[config.mk]
export PLATFORM = sky130hd
export DESIGN_NAME = encoder_angle_rpm_estimator
export DESIGN_NICKNAME = d
export VERILOG_FILES = /design/src/rtl/core/earpm_pkg.sv /design/src/rtl/core/earpm_div.sv /design/src/rtl/core/encoder_angle_rpm_estimator.sv
export SDC_FILE = /design/constraint.sdc
export NUM_CORES = 2
export LEC_CHECK = 0
export BUFFER_PORTS_ARGS = -buffer_cell sky130_fd_sc_hd__buf_2
export CAP_MARGIN = 20
export CORE_MARGIN = 2
export CORE_UTILIZATION = 64
export CTS_BUF_LIST = sky130_fd_sc_hd__clkbuf_16
export DETAILED_ROUTE_END_ITERATION = 12
export PLACE_DENSITY = 0.92
export SLEW_MARGIN = 20
export SYNTH_ARGS = -nofsm -noshare
export SYNTH_HDL_FRONTEND = slang
export SYNTH_SLANG_ARGS = --single-unit
[constraint.sdc]
create_clock -name clk -period 17.8 [get_ports clk]
set_input_delay 3.56 -clock clk [delete_from_list [all_inputs] [get_ports clk]]
set_output_delay 3.56 -clock clk [all_outputs]
set_load 0.1 [all_outputs]
[src/rtl/core/earpm_pkg.sv]
// Shared types, widths and constants for the encoder angle rpm estimator.
package earpm_pkg;

  localparam int ANGLE_W = 14;
  localparam int TS_W    = 64;
  localparam int RPM_W   = 32;

  // Dividend is |delta| * RPM_NUM, at most 8192 * 937500, which needs 33 bits.
  localparam int NUM_W   = 33;
  // Divisor is dt * pole_pairs with dt below 2^33 and pole_pairs below 2^7.
  localparam int DEN_W   = 40;
  localparam int DT_W    = 33;

  localparam int POLL_W  = 20;
  localparam int PP_W    = 7;
  localparam int ALPHA_W = 17;
  localparam int ZTO_W   = 27;
  localparam int CFG_W   = 27;
  localparam int CFG_IDX_W = 2;

  localparam int MUL_A_W = 34;
  localparam int MUL_B_W = 18;
  localparam int MUL_P_W = MUL_A_W + MUL_B_W;

  localparam logic [19:0] RPM_NUM = 20'd937500;
  localparam logic signed [14:0] HALF_STEPS = 15'sd8192;
  localparam logic signed [14:0] ANGLE_STEPS = 15'sd16384 - 15'sd1 + 15'sd1;
  localparam logic signed [RPM_W-1:0] MOTION_Q8 = 32'sd128;
  localparam logic [ALPHA_W-1:0] ONE_Q16 = 17'h10000;

  localparam logic [POLL_W-1:0]  POLL_RESET  = 20'd10000;
  localparam logic [PP_W-1:0]    PP_RESET    = 7'd1;
  localparam logic [ALPHA_W-1:0] ALPHA_RESET = 17'd6554;
  localparam logic [ZTO_W-1:0]   ZTO_RESET   = 27'd1000000;

  localparam logic [CFG_IDX_W-1:0] CFG_POLL  = 2'd0;
  localparam logic [CFG_IDX_W-1:0] CFG_PP    = 2'd1;
  localparam logic [CFG_IDX_W-1:0] CFG_ALPHA = 2'd2;
  localparam logic [CFG_IDX_W-1:0] CFG_ZTO   = 2'd3;

  typedef enum logic [3:0] {
    ST_IDLE,
    ST_CHECK,
    ST_MULD,
    ST_DIVGO,
    ST_DIV,
    ST_SAT,
    ST_PREP,
    ST_EMA,
    ST_FIN
  } st_t;

endpackage

[src/rtl/core/earpm_div.sv]
// Restoring divider that retires one quotient bit per cycle.
module earpm_div #(
  parameter int NUM_W = earpm_pkg::NUM_W,
  parameter int DEN_W = earpm_pkg::DEN_W
) (
  input  logic             clk,
  input  logic             rst,
  input  logic             start,
  input  logic [NUM_W-1:0] num,
  input  logic [DEN_W-1:0] den,
  output logic             done,
  output logic [NUM_W-1:0] quot
);

  localparam int CNT_W = $clog2(NUM_W + 1);

  logic [DEN_W-1:0] rem;
  logic [NUM_W-1:0] qr;
  logic [CNT_W-1:0] cnt;
  logic             busy;
  logic [DEN_W+1:0] trial;
  logic             ge;

  // The partial remainder stays below the divisor, so the shifted value
  // fits one more bit and one extra bit catches the borrow.
  assign trial = {1'b0, rem, qr[NUM_W-1]} - {2'b00, den};
  assign ge    = ~trial[DEN_W+1];
  assign quot  = qr;

  always_ff @(posedge clk) begin
    if (rst) begin
      busy <= 1'b0;
      done <= 1'b0;
      cnt  <= '0;
    end else begin
      done <= 1'b0;
      if (start) begin
        busy <= 1'b1;
        cnt  <= '0;
      end else if (busy) begin
        cnt <= cnt + CNT_W'(1);
        if (cnt == CNT_W'(NUM_W - 1)) begin
          busy <= 1'b0;
          done <= 1'b1;
        end
      end
    end
  end

  always_ff @(posedge clk) begin
    if (start) begin
      rem <= '0;
      qr  <= num;
    end else if (busy) begin
      rem <= ge ? trial[DEN_W-1:0] : {rem[DEN_W-2:0], qr[NUM_W-1]};
      qr  <= {qr[NUM_W-2:0], ge};
    end
  end

endmodule

[src/rtl/core/encoder_angle_rpm_estimator.sv]
// Top level of the encoder angle rpm estimator: sequencer, state and datapath.
//
//   channel  direction  handshake              payload
//   in       input      in_valid / in_ready    timestamp_us, angle_high, angle_low,
//                                              transfer_failed
//   out      output     out_valid / out_ready  rpm_filtered, rpm_raw
//   cfg      input      cfg_write_en           cfg_index, cfg_data
//
// A word that is early, failed or only primes the angle goes from the check
// step back to idle and returns nothing. A word that yields a result passes
// through the multiply, divide, saturate, prepare, filter and final steps
// before out_valid rises. In the divide step the bit-serial divider takes the
// scaled angle delta over dt * pole_pairs one quotient bit per cycle, and
// then hands the quotient over.
// Synchronous reset clears the sequencer, the stored angle and times, the
// filter state and the registers to their default values.
// The input is taken only while the sequencer is idle; a result waiting on
// out_ready does not block the next input, but holds the sequencer in its
// final step until the output register frees up.
module encoder_angle_rpm_estimator (
  input  logic                                  clk,
  input  logic                                  rst,
  input  logic                                  in_valid,
  output logic                                  in_ready,
  input  logic [earpm_pkg::TS_W-1:0]            timestamp_us,
  input  logic [7:0]                            angle_high,
  input  logic [7:0]                            angle_low,
  input  logic                                  transfer_failed,
  output logic                                  out_valid,
  input  logic                                  out_ready,
  output logic signed [earpm_pkg::RPM_W-1:0]    rpm_filtered,
  output logic signed [earpm_pkg::RPM_W-1:0]    rpm_raw,
  input  logic                                  cfg_write_en,
  input  logic [earpm_pkg::CFG_IDX_W-1:0]       cfg_index,
  input  logic [earpm_pkg::CFG_W-1:0]           cfg_data
);

  localparam int TS_W  = earpm_pkg::TS_W;
  localparam int RPM_W = earpm_pkg::RPM_W;
  localparam int DT_W  = earpm_pkg::DT_W;
  localparam int NUM_W = earpm_pkg::NUM_W;
  localparam int DEN_W = earpm_pkg::DEN_W;

  // Configuration registers.
  logic [earpm_pkg::POLL_W-1:0]  poll_interval_us;
  logic [earpm_pkg::PP_W-1:0]    pole_pairs;
  logic [earpm_pkg::ALPHA_W-1:0] ema_alpha;
  logic [earpm_pkg::ZTO_W-1:0]   zero_timeout_us;

  // Estimator state.
  logic [earpm_pkg::ANGLE_W-1:0] prev_angle;
  logic                          prev_valid;
  logic [TS_W-1:0]               prev_time;
  logic [TS_W-1:0]               motion_time;
  logic signed [RPM_W-1:0]       smoothed;

  // Sequencer.
  earpm_pkg::st_t state, state_next;

  // Latched input word and per-word working registers.
  logic [TS_W-1:0]               ts_r;
  logic [earpm_pkg::ANGLE_W-1:0] angle_r;
  logic                          fail_r;
  logic signed [14:0]            delta_r;
  logic [DT_W-1:0]               dt_r;
  logic                          zero_q_r;
  logic [NUM_W-1:0]              num_r;
  logic signed [RPM_W-1:0]       raw_r;
  logic signed [RPM_W:0]         diff_r;
  logic                          tmo_r;
  logic signed [earpm_pkg::MUL_P_W-1:0] mul_p;

  // Combinational terms.
  logic [TS_W-1:0]               dt;
  logic                          early;
  logic [earpm_pkg::ANGLE_W-1:0] angle_in;
  logic signed [14:0]            delta_raw;
  logic signed [14:0]            delta_wrap;
  logic [13:0]                   mag;
  logic [33:0]                   num_full;
  logic [earpm_pkg::PP_W-1:0]    pp_eff;
  logic [earpm_pkg::ALPHA_W-1:0] a_eff;
  logic signed [earpm_pkg::MUL_A_W-1:0] mul_a;
  logic signed [earpm_pkg::MUL_B_W-1:0] mul_b;
  logic [NUM_W-1:0]              quot;
  logic                          div_done;
  logic                          div_start;
  logic signed [RPM_W-1:0]       raw_sat;
  logic                          motion;
  logic [TS_W-1:0]               since_motion;
  logic signed [earpm_pkg::MUL_P_W-1:0] ema_sum;
  logic signed [RPM_W-1:0]       smoothed_next;
  logic                          fin_go;

  // ---------------------------------------------------------------------
  // Configuration writes. All four indexes are defined, so every write lands.
  // ---------------------------------------------------------------------
  always_ff @(posedge clk) begin
    if (rst) begin
      poll_interval_us <= earpm_pkg::POLL_RESET;
      pole_pairs       <= earpm_pkg::PP_RESET;
      ema_alpha        <= earpm_pkg::ALPHA_RESET;
      zero_timeout_us  <= earpm_pkg::ZTO_RESET;
    end else if (cfg_write_en) begin
      unique case (cfg_index)
        earpm_pkg::CFG_POLL:  poll_interval_us <= cfg_data[earpm_pkg::POLL_W-1:0];
        earpm_pkg::CFG_PP:    pole_pairs       <= cfg_data[earpm_pkg::PP_W-1:0];
        earpm_pkg::CFG_ALPHA: ema_alpha        <= cfg_data[earpm_pkg::ALPHA_W-1:0];
        earpm_pkg::CFG_ZTO:   zero_timeout_us  <= cfg_data[earpm_pkg::ZTO_W-1:0];
        default: ;
      endcase
    end
  end

  // Zero pole pairs behaves as one, and alpha saturates at unity.
  assign pp_eff = (pole_pairs == '0) ? earpm_pkg::PP_W'(1) : pole_pairs;
  assign a_eff  = ema_alpha[earpm_pkg::ALPHA_W-1] ? earpm_pkg::ONE_Q16 : ema_alpha;

  // ---------------------------------------------------------------------
  // Classification of the latched word. A negative interval (time running
  // backwards) counts as early, just like one shorter than half the poll.
  // ---------------------------------------------------------------------
  assign dt       = ts_r - prev_time;
  assign early    = dt[TS_W-1] ||
                    (dt < {{(TS_W-earpm_pkg::POLL_W+1){1'b0}},
                           poll_interval_us[earpm_pkg::POLL_W-1:1]});
  assign angle_in = angle_r;

  // Shortest way around the circle, kept within half a turn.
  assign delta_raw = $signed({1'b0, angle_in}) - $signed({1'b0, prev_angle});
  always_comb begin
    if (delta_raw > earpm_pkg::HALF_STEPS) begin
      delta_wrap = delta_raw - earpm_pkg::ANGLE_STEPS;
    end else if (delta_raw < -earpm_pkg::HALF_STEPS) begin
      delta_wrap = delta_raw + earpm_pkg::ANGLE_STEPS;
    end else begin
      delta_wrap = delta_raw;
    end
  end

  assign mag      = delta_r[14] ? 14'(-delta_r) : delta_r[13:0];
  assign num_full = 34'(mag) * 34'(earpm_pkg::RPM_NUM);

  // ---------------------------------------------------------------------
  // Next-state logic.
  // ---------------------------------------------------------------------
  always_comb begin
    state_next = state;
    unique case (state)
      earpm_pkg::ST_IDLE: begin
        if (in_valid) state_next = earpm_pkg::ST_CHECK;
      end
      earpm_pkg::ST_CHECK: begin
        if (early || fail_r || !prev_valid) begin
          state_next = earpm_pkg::ST_IDLE;
        end else begin
          state_next = earpm_pkg::ST_MULD;
        end
      end
      earpm_pkg::ST_MULD:  state_next = earpm_pkg::ST_DIVGO;
      earpm_pkg::ST_DIVGO: state_next = earpm_pkg::ST_DIV;
      earpm_pkg::ST_DIV: begin
        if (div_done) state_next = earpm_pkg::ST_SAT;
      end
      earpm_pkg::ST_SAT:   state_next = earpm_pkg::ST_PREP;
      earpm_pkg::ST_PREP:  state_next = earpm_pkg::ST_EMA;
      earpm_pkg::ST_EMA:   state_next = earpm_pkg::ST_FIN;
      earpm_pkg::ST_FIN: begin
        if (!out_valid || out_ready) state_next = earpm_pkg::ST_IDLE;
      end
      default: state_next = earpm_pkg::ST_IDLE;
    endcase
  end

  // ---------------------------------------------------------------------
  // Sequencer outputs: handshake, divider start and multiplier operands.
  // The one multiplier forms dt * pole_pairs first and the filter product
  // alpha * (raw - smoothed) later.
  // ---------------------------------------------------------------------
  always_comb begin
    in_ready  = 1'b0;
    div_start = 1'b0;
    fin_go    = 1'b0;
    mul_a     = $signed({1'b0, dt_r});
    mul_b     = $signed({{(earpm_pkg::MUL_B_W-earpm_pkg::PP_W){1'b0}}, pp_eff});
    unique case (state)
      earpm_pkg::ST_IDLE:  in_ready  = 1'b1;
      earpm_pkg::ST_DIVGO: div_start = 1'b1;
      earpm_pkg::ST_EMA: begin
        mul_a = $signed({diff_r[RPM_W], diff_r});
        mul_b = $signed({1'b0, a_eff});
      end
      earpm_pkg::ST_FIN:   fin_go    = !out_valid || out_ready;
      default: ;
    endcase
  end

  always_ff @(posedge clk) begin
    if (rst) begin
      state <= earpm_pkg::ST_IDLE;
    end else begin
      state <= state_next;
    end
  end

  // ---------------------------------------------------------------------
  // Divider: quotient of |delta| * 937500 over dt * pole_pairs.
  // ---------------------------------------------------------------------
  earpm_div #(
    .NUM_W (NUM_W),
    .DEN_W (DEN_W)
  ) u_div (
    .clk   (clk),
    .rst   (rst),
    .start (div_start),
    .num   (num_r),
    .den   (mul_p[DEN_W-1:0]),
    .done  (div_done),
    .quot  (quot)
  );

  // Round toward zero already holds for the magnitude; apply the sign and
  // clamp to the signed 32-bit range; a zero or too long interval gives zero.
  always_comb begin
    if (zero_q_r) begin
      raw_sat = '0;
    end else if (delta_r[14]) begin
      raw_sat = (quot[NUM_W-1:RPM_W-1] != '0) ? {1'b1, {(RPM_W-1){1'b0}}}
                                              : -$signed(quot[RPM_W-1:0]);
    end else begin
      raw_sat = (quot[NUM_W-1:RPM_W-1] != '0) ? {1'b0, {(RPM_W-1){1'b1}}}
                                              : $signed(quot[RPM_W-1:0]);
    end
  end

  assign motion       = (raw_r > earpm_pkg::MOTION_Q8) || (raw_r < -earpm_pkg::MOTION_Q8);
  assign since_motion = ts_r - motion_time;

  // The filter is rewritten as old + alpha * (raw - old), scaled by 2^16,
  // plus one half before the floor shift.
  assign ema_sum = $signed({{(earpm_pkg::MUL_P_W-RPM_W-16){smoothed[RPM_W-1]}},
                            smoothed, 16'h0000})
                   + mul_p + earpm_pkg::MUL_P_W'(32768);
  assign smoothed_next = tmo_r ? '0 : ema_sum[RPM_W+15:16];

  // ---------------------------------------------------------------------
  // Working registers.
  // ---------------------------------------------------------------------
  always_ff @(posedge clk) begin
    if (in_valid && in_ready) begin
      ts_r    <= timestamp_us;
      angle_r <= {angle_high, angle_low[5:0]};
      fail_r  <= transfer_failed;
    end
    if (state == earpm_pkg::ST_CHECK) begin
      delta_r  <= delta_wrap;
      dt_r     <= dt[DT_W-1:0];
      zero_q_r <= (dt == '0) || (dt[TS_W-1:DT_W] != '0);
    end
    if (state == earpm_pkg::ST_MULD) begin
      num_r <= num_full[NUM_W-1:0];
    end
    if (state == earpm_pkg::ST_MULD || state == earpm_pkg::ST_EMA) begin
      mul_p <= mul_a * mul_b;
    end
    if (state == earpm_pkg::ST_SAT) begin
      raw_r <= raw_sat;
    end
    if (state == earpm_pkg::ST_PREP) begin
      diff_r <= $signed({raw_r[RPM_W-1], raw_r}) - $signed({smoothed[RPM_W-1], smoothed});
      tmo_r  <= !motion && (since_motion > {{(TS_W-earpm_pkg::ZTO_W){1'b0}}, zero_timeout_us});
    end
  end

  // ---------------------------------------------------------------------
  // Estimator state. Any word that is not early moves the sample time and
  // the stored angle; a failed read clears the angle.
  // ---------------------------------------------------------------------
  always_ff @(posedge clk) begin
    if (rst) begin
      prev_angle  <= '0;
      prev_valid  <= 1'b0;
      prev_time   <= '0;
      motion_time <= '0;
      smoothed    <= '0;
    end else begin
      if (state == earpm_pkg::ST_CHECK && !early) begin
        prev_time  <= ts_r;
        prev_angle <= fail_r ? '0 : angle_in;
        prev_valid <= !fail_r;
      end
      if (state == earpm_pkg::ST_PREP && motion) begin
        motion_time <= ts_r;
      end
      if (fin_go) begin
        smoothed <= smoothed_next;
      end
    end
  end

  // ---------------------------------------------------------------------
  // Output register.
  // ---------------------------------------------------------------------
  always_ff @(posedge clk) begin
    if (rst) begin
      out_valid <= 1'b0;
    end else if (fin_go) begin
      out_valid <= 1'b1;
    end else if (out_ready) begin
      out_valid <= 1'b0;
    end
  end

  always_ff @(posedge clk) begin
    if (fin_go) begin
      rpm_filtered <= smoothed_next;
      rpm_raw      <= raw_r;
    end
  end

`ifndef SYNTH
  // The divider finishes only while the sequencer waits for it.
  a_div_done_in_div: assert property (@(posedge clk) disable iff (rst)
    div_done |-> state == earpm_pkg::ST_DIV)
    else $error("divider finished outside the divide step");

  // A good word with no stored angle primes the angle and marks it valid.
  a_prime_sets_valid: assert property (@(posedge clk) disable iff (rst)
    (state == earpm_pkg::ST_CHECK && !early && !fail_r && !prev_valid) |=> prev_valid)
    else $error("priming word did not mark the angle valid");

  // A new result appears only out of the final step.
  a_result_from_fin: assert property (@(posedge clk) disable iff (rst)
    $rose(out_valid) |-> $past(state) == earpm_pkg::ST_FIN)
    else $error("result raised outside the final step");

  // A failed read that is not early leaves no valid angle behind.
  a_fail_clears: assert property (@(posedge clk) disable iff (rst)
    (state == earpm_pkg::ST_CHECK && !early && fail_r) |=> !prev_valid && prev_angle == '0)
    else $error("failed read left an angle stored");
`endif

endmodule
## After elaboration in Yosys (flattened, before gate mapping)

Cells that the tools add are included.

- Register bits: 669
- Bits of input ports: 115
- Word-level logic and storage cells: 127

- Add/sub/neg operators: 12
- Multiply operators: 2
- Order comparisons: 6
- Equality and inequality tests: 15
- Muxes and demuxes: 29
- Bitwise logic cells: 2
- Reduce and logical (&&, ||, !) cells: 31

Operators with widths:

| cell | number |
|---|---|
| 2-to-1 mux 32 bit | 4 |
| subtractor 64 bit | 2 |
| 2-to-1 mux 33 bit | 2 |
| greater-than comparator 64 x 27 -> 1 bit | 1 |
| zero test 64 bit | 1 |
| < comparator 64 x 19 -> 1 bit | 1 |
| adder 48 x 17 -> 48 bit (second input constant) | 1 |
| adder 48 bit | 1 |
| multiplier 34 x 18 -> 48 bit | 1 |
| subtractor 41 x 40 -> 42 bit | 1 |
| 2-to-1 mux 40 bit | 1 |
| case mux 4 bit (9 select lines) | 1 |
| 2-to-1 mux 17 bit | 2 |
| 2-to-1 mux 34 bit | 1 |
| subtractor 32 x 32 -> 33 bit | 1 |
| greater-than comparator 32 x 9 -> 1 bit (second input constant) | 1 |
| < comparator 32 x 8 -> 1 bit (second input constant) | 1 |
| negator 32 bit | 1 |
| multiplier 14 x 18 -> 31 bit (second input constant) | 1 |
| nonzero test 31 bit | 1 |
| 2-to-1 mux 15 bit | 2 |
| 2-to-1 mux 14 bit | 2 |
| == test 4 x 3 -> 1 bit (second input constant) | 4 |
| adder 15 bit (second input constant) | 1 |
| other kinds (30) | 62 |

## Logic depth before layout (Yosys ltp)

- Depth in word-level cells: 7
- Depth in mapped cells: 36

## Hierarchy

Synthesis repeated with hierarchy kept, for this count alone.

- Cell total of the unflattened synthesis: 7323
- Area, all modules: 64938.5 µm²

Modules (own cells, without submodules):

| module | times used | cells each | area an instance (µm²) | seq. area each (µm²) |
|---|---|---|---|---|
| encoder_angle_rpm_estimator | 1 | 6634 | 58965.3 | 15124.5 |
| earpm_div | 1 | 689 | 5973.2 | 1951.9 |

## Worst setup path before layout

No wires, ideal clock.

- Kind: flip-flop to flip-flop
- From: reg state[0]
- To: reg mul_p[47] in the netlist's numbering, data pin
- Data arrival time: 8.560 ns
- Required time: 17.540 ns
- Slack: 8.980 ns
- Cell stages (with the launch flop): 33
- Path buffers: 5
- Period minus slack after synthesis: 8.820 ns
- Cells stage by stage: dfxtp_1 > clkbuf_1 > nor2b_1 > and3_1 > clkbuf_1 > clkbuf_1 > clkbuf_1 > clkbuf_1 > nand2_1 > nand2_1 > nand2_1 > fa_1 > fa_1 > fa_1 > inv_1 > fa_1 > fa_1 > fa_1 > ha_1 > a21o_1 > a21o_1 > a21o_1 > a211oi_1 > o21bai_1 > a211oi_1 > o311ai_0 > a221oi_1 > o221ai_1 > a311oi_1 > o21bai_1 > a21o_1 > a21oi_1 > xnor2_1

- Longest elaborated chain between the ends: 3
- Elaborated cells on any way between the ends: 4
- Classes of those cells: mul: 1; eq/ne: 1; mux: 2

RTL lines:

| element | RTL line | RTL |
|---|---|---|
| start, declared | encoder_angle_rpm_estimator.sv:58 | `earpm_pkg::st_t state, state_next;` |
| start signal, assigned | encoder_angle_rpm_estimator.sv:200 | `state <= earpm_pkg::ST_IDLE;` |
| start signal, assigned | encoder_angle_rpm_estimator.sv:202 | `state <= state_next;` |
| == test 4 x 3 -> 1 bit * | encoder_angle_rpm_estimator.sv:186 | `unique case (state)` |
| 2-to-1 mux 34 bit / 2-to-1 mux 17 bit (equally long branches) | encoder_angle_rpm_estimator.sv:186 |  |
| multiplier 34 x 18 -> 48 bit * | encoder_angle_rpm_estimator.sv:264 | `mul_p <= mul_a * mul_b;` |
| end signal, assigned | encoder_angle_rpm_estimator.sv:264 |  |
| end, declared | encoder_angle_rpm_estimator.sv:71 | `logic signed [earpm_pkg::MUL_P_W-1:0] mul_p;` |

Mark *: on every way between the ends. The rest lies on a longest branch, timed or not.
A chain may end at the register's enable or synchronous reset.

## Worst setup path in the final report

Same ends and word-level chain as after synthesis.

==> results.json <==
{
  "synth_common_cells": "1098 x inv_1, 834 x nor2_1, 817 x nand2_1",
  "cp_slowest_stage_delay_ns": 0.90,
  "number_of_flops_mapped_to_enable_cells_by_yosys": 370,
  "netlist_instances": 7047,
  "share_clk_of_total_power_pct": 19.9,
  "power.internal_uw": 4590,
  "grt_pass1_wl_mm": 279,
  "crit_path_start_kind": "flip-flop",
  "seqPwrFrac_pct": 24.8,
  "share_of_post_route_cells_with_drive_strength_above_1_pct": 6.41,
  "drt-met1-wl_mm": 63.4,
  "ctsHoldBuffers": 0,
  "totalWireLength_mm": 177,
  "worstSetupPathType": "reg -> reg",
  "synth.ff_latch_count": 668,
  "avgRoutedWirePerCell_um": 20.9,
  "comb_power_share_pct": 55.3,
  "count_of_warnings_emitted_by_yosys": 0,
  "cellLeakagePower_uw": 0.0309,
  "core_area_um2": 97000,
  "top_area_cells_in_the_synthesized_netlist": "fa_1 19%, edfxtp_1 18%, ha_1 10%",
  "power-per-cell-area_nw_per_um2": 118,
  "final_cell_area_um2": 67200,
  "hold_viol_final": 0,
  "crit_fanout": 67,
  "route.antenna.remaining_nets": 0,
  "nNetsFinal": 8344,
  "cts_buffers": 76,
  "timing.max_slew.rel_slack_pct": 17.4,
  "grt_setup_unrepaired": "false",
  "pin_count_of_the_biggest_net_entering_global_routing": 97,
  "synthMuxAreaShare_pct": 3.06,
  "htree_levels": 3,
  "synth_nets": 8279,
  "antenna_found_initial": 8,
  "globalRoute.totalOverflow": 0,
  "port_buffers": 178,
  "path_common_cell": "fa_1",
  "async_reset_ff_share_pct": 0,
  "ir_worst_vdd_v": 0.000384,
  "cts_root_buffer": "clkbuf_16",
  "finClkSkew_ns": 0.0458,
  "dp_hpwl_mm": 134,
  "remaining_drc_errors": 0,
  "period_needed_ns": 10.92,
  "num_rows": 114,
  "worstSkewPairLatency_ns": 0.69,
  "cts-root-to-sink-buffers": 3,
  "detail_route.vias_per_cell": 6.17,
  "synth.cell_area_um2": 62800,
  "synth_area_in_simple_gates_pct": 15.5,
  "report.final.slew_viol_count": 0,
  "num_io_pins": 181,
  "cp-end-kind": "flip-flop",
  "power.share.switching_pct": 41.9,
  "worst-slew-pin-transition_ns": 1.20,
  "wl_met2_mm": 82.0,
  "timing.hold.worst.class": "reg -> reg",
  "final-setup-viol-count": 0,
  "place.detailed.instances": 8308,
  "initial_core_util_pct": 64.7,
  "critical-path-slowest-cell": "and3_1",
  "areaGrowthSynthToFinish_pct": 7.06,
  "final.setup.tns_ns": 0,
  "post-synth-top-count-cell": "inv_1",
  "synth_sequential_area_ratio_pct": 27.2,
  "dr.first_iter.drc_count": 5200,
  "die_width_um": 317,
  "maxClockFrequency_mhz": 91.6,
  "post_cts_buffers": 0,
  "topRoutingLayerUsed": "met5",
  "drtPass1Iterations": 9,
  "cts_tree": "done",
  "combinational_family_with_the_most_area_after_synthesis": "adder cells",
  "post_cts_sizing_count": 0,
  "ys_types": 89,
  "floorplan.die_area_um2": 101000,
  "wl_met3_mm": 18.4,
  "synth_fa_ha_area_share_pct": 29.4,
  "cts_num_sinks": 668,
  "result_of_the_run": "completed",
  "postPlaceCellArea_um2": 64700,
  "synthXorXnorAreaFrac_pct": 4.08,
  "die-height_um": 317,
  "post_syn_area_per_cell_um2": 8.91,
  "whs_ns": 0.453,
  "max_cap_violations": 0,
  "synth_compound_area_share_pct": 12.3,
  "timing.critical_path.arrival_ns": 11.33,
  "yosys.area.top_type": "fa_1",
  "fin_crit_sh_pct": 61.3,
  "total_switching_power_uw": 3310,
  "finish.cell_count_without_fillers": 8454,
  "routed-via-count": 52132,
  "grt_pass1_vias": 53189,
  "finalWeightedCongestion": 1.03,
  "clk_pin_slew_worst_paths_ns": 0.07,
  "post-synth-top-area-fraction_pct": 19.0,
  "crit_required_ns": 18.21,
  "ys.flop_type": "edfxtp_1",
  "gr-usage-all-layers_pct": 35.4
}
[worst max-delay path, delay by kind of cell (launching register included)]
family / cells / cell delay (ns)
DFF: 1 / 0.47
adders and majority gates: 7 / 3.38
and+or+nand+nor: 4 / 1.97
xor gates and xnor gates: 1 / 0.08
buffers and inverters: 4 / 0.80
AOI/OAI and AO/OA: 13 / 3.89
[power by group through the flow]
| stage | combinational, uW | sequential (uW) | clock [uW] |
|---|---|---|---|
| after floorplan | 3220 | 1970 | 0 |
| after global placement | 3980 | 1990 | 0 |
| after detailed placement | 4190 | 1990 | 0 |
| after CTS | 4290 | 1960 | 1570 |
| after global routing | 4820 | 1970 | 1630 |
| final | 4370 | 1960 | 1570 |
[metrics by stage]
step	util (%)	setup slack (ns)	power (uW)
after floorplan	-	8.98	5180
after global placement	66.7	7.55	5960
after detailed placement	66.7	7.20	6180
after CTS	69.2	7.12	7820
after global routing	69.3	6.46	8420
final	69.3	6.88	7900
[path summary, 6_finish.rpt]
kind | cells after the start | end | slack (ns) | startpoint
min | 2 | prev_angle[3] | 0.45 | prev_angle[3]
min reg2reg | 2 | prev_angle[3] | 0.45 | prev_angle[3]
max | 29 | mul_p[47] | 6.88 | state[0]
max reg2reg | 29 | mul_p[47] | 6.88 | state[0]
[layer usage]
| metal | vias to the layer above | GRT usage (%) |
|---|---|---|
| met5 | - | 0 |
| met4 | 4 | 21.6 |
| met3 | 813 | 8.37 |
| met2 | 2903 | 57.9 |
| met1 | 24964 | 42.5 |
| li1 | 23448 | - |
[final cells by class]
cell class	instances	area, um^2
Inverter	1100	4130
Antenna cell	6	15.0
Fill cell	6919	29800
Clock buffer	76	1900
Timing Repair Buffer	245	1410
Multi-Input combinational cell	5021	40500
Tap cell	1276	1600
Sequential cell	668	17100
Clock inverter	62	536
[sequential cells by signal, summed over array words and instances (netlist names), 4 cells and up]
| signal | count |
|---|---|
| delta_r | 15 |
| mul_p | 48 |
| u_div.quot | 33 |
| u_div.rem | 40 |
| poll_interval_us | 19 |
| state | 4 |
| zero_timeout_us | 27 |
| angle_in | 14 |
| ema_alpha | 17 |
| dt_r | 33 |
| pole_pairs | 7 |
| rpm_raw | 32 |
| prev_time | 64 |
| u_div.cnt | 6 |
| raw_r | 32 |
| diff_r | 33 |
| rpm_filtered | 32 |
| num_r | 31 |
| motion_time | 64 |
| ts_r | 64 |
| smoothed | 32 |
| prev_angle | 14 |
[cell usage in the layout, fill, tap and decap left out, types with 41 or more instances in the layout]
master	synthesis	routed
inv_1	1098	1114
nor2_1	834	831
nand2_1	817	816
fa_1	597	597
ha_1	520	520
a21oi_1	405	401
edfxtp_1	370	370
dfxtp_1	298	297
o21ai_0	202	199
xnor2_1	187	187
mux2i_1	186	184
buf_2	4	177
a21o_1	142	142
xor2_1	105	105
nor3_1	93	93
clkbuf_16	0	76
and3_1	74	72
nand3_1	69	68
buf_4	0	65
nand4_1	61	61
o21a_1	56	56
nand2b_1	46	46
nor2b_1	43	43
a31oi_1	43	42
a211oi_1	41	41
[kinds of logic (layout without fill, tap and decap cells)]
kind of cell / Yosys count / after routing
xor gates and xnor gates: 292 / 292
other: 0 / 6
and+or+nand+nor: 2222 / 2222
DFF: 668 / 668
AOI/OAI and AO/OA: 1199 / 1199
buffers and inverters: 1358 / 1483
adders and majority gates: 1117 / 1117
muxes: 191 / 191
No activity file was read; power rests on OpenSTA's default activity.
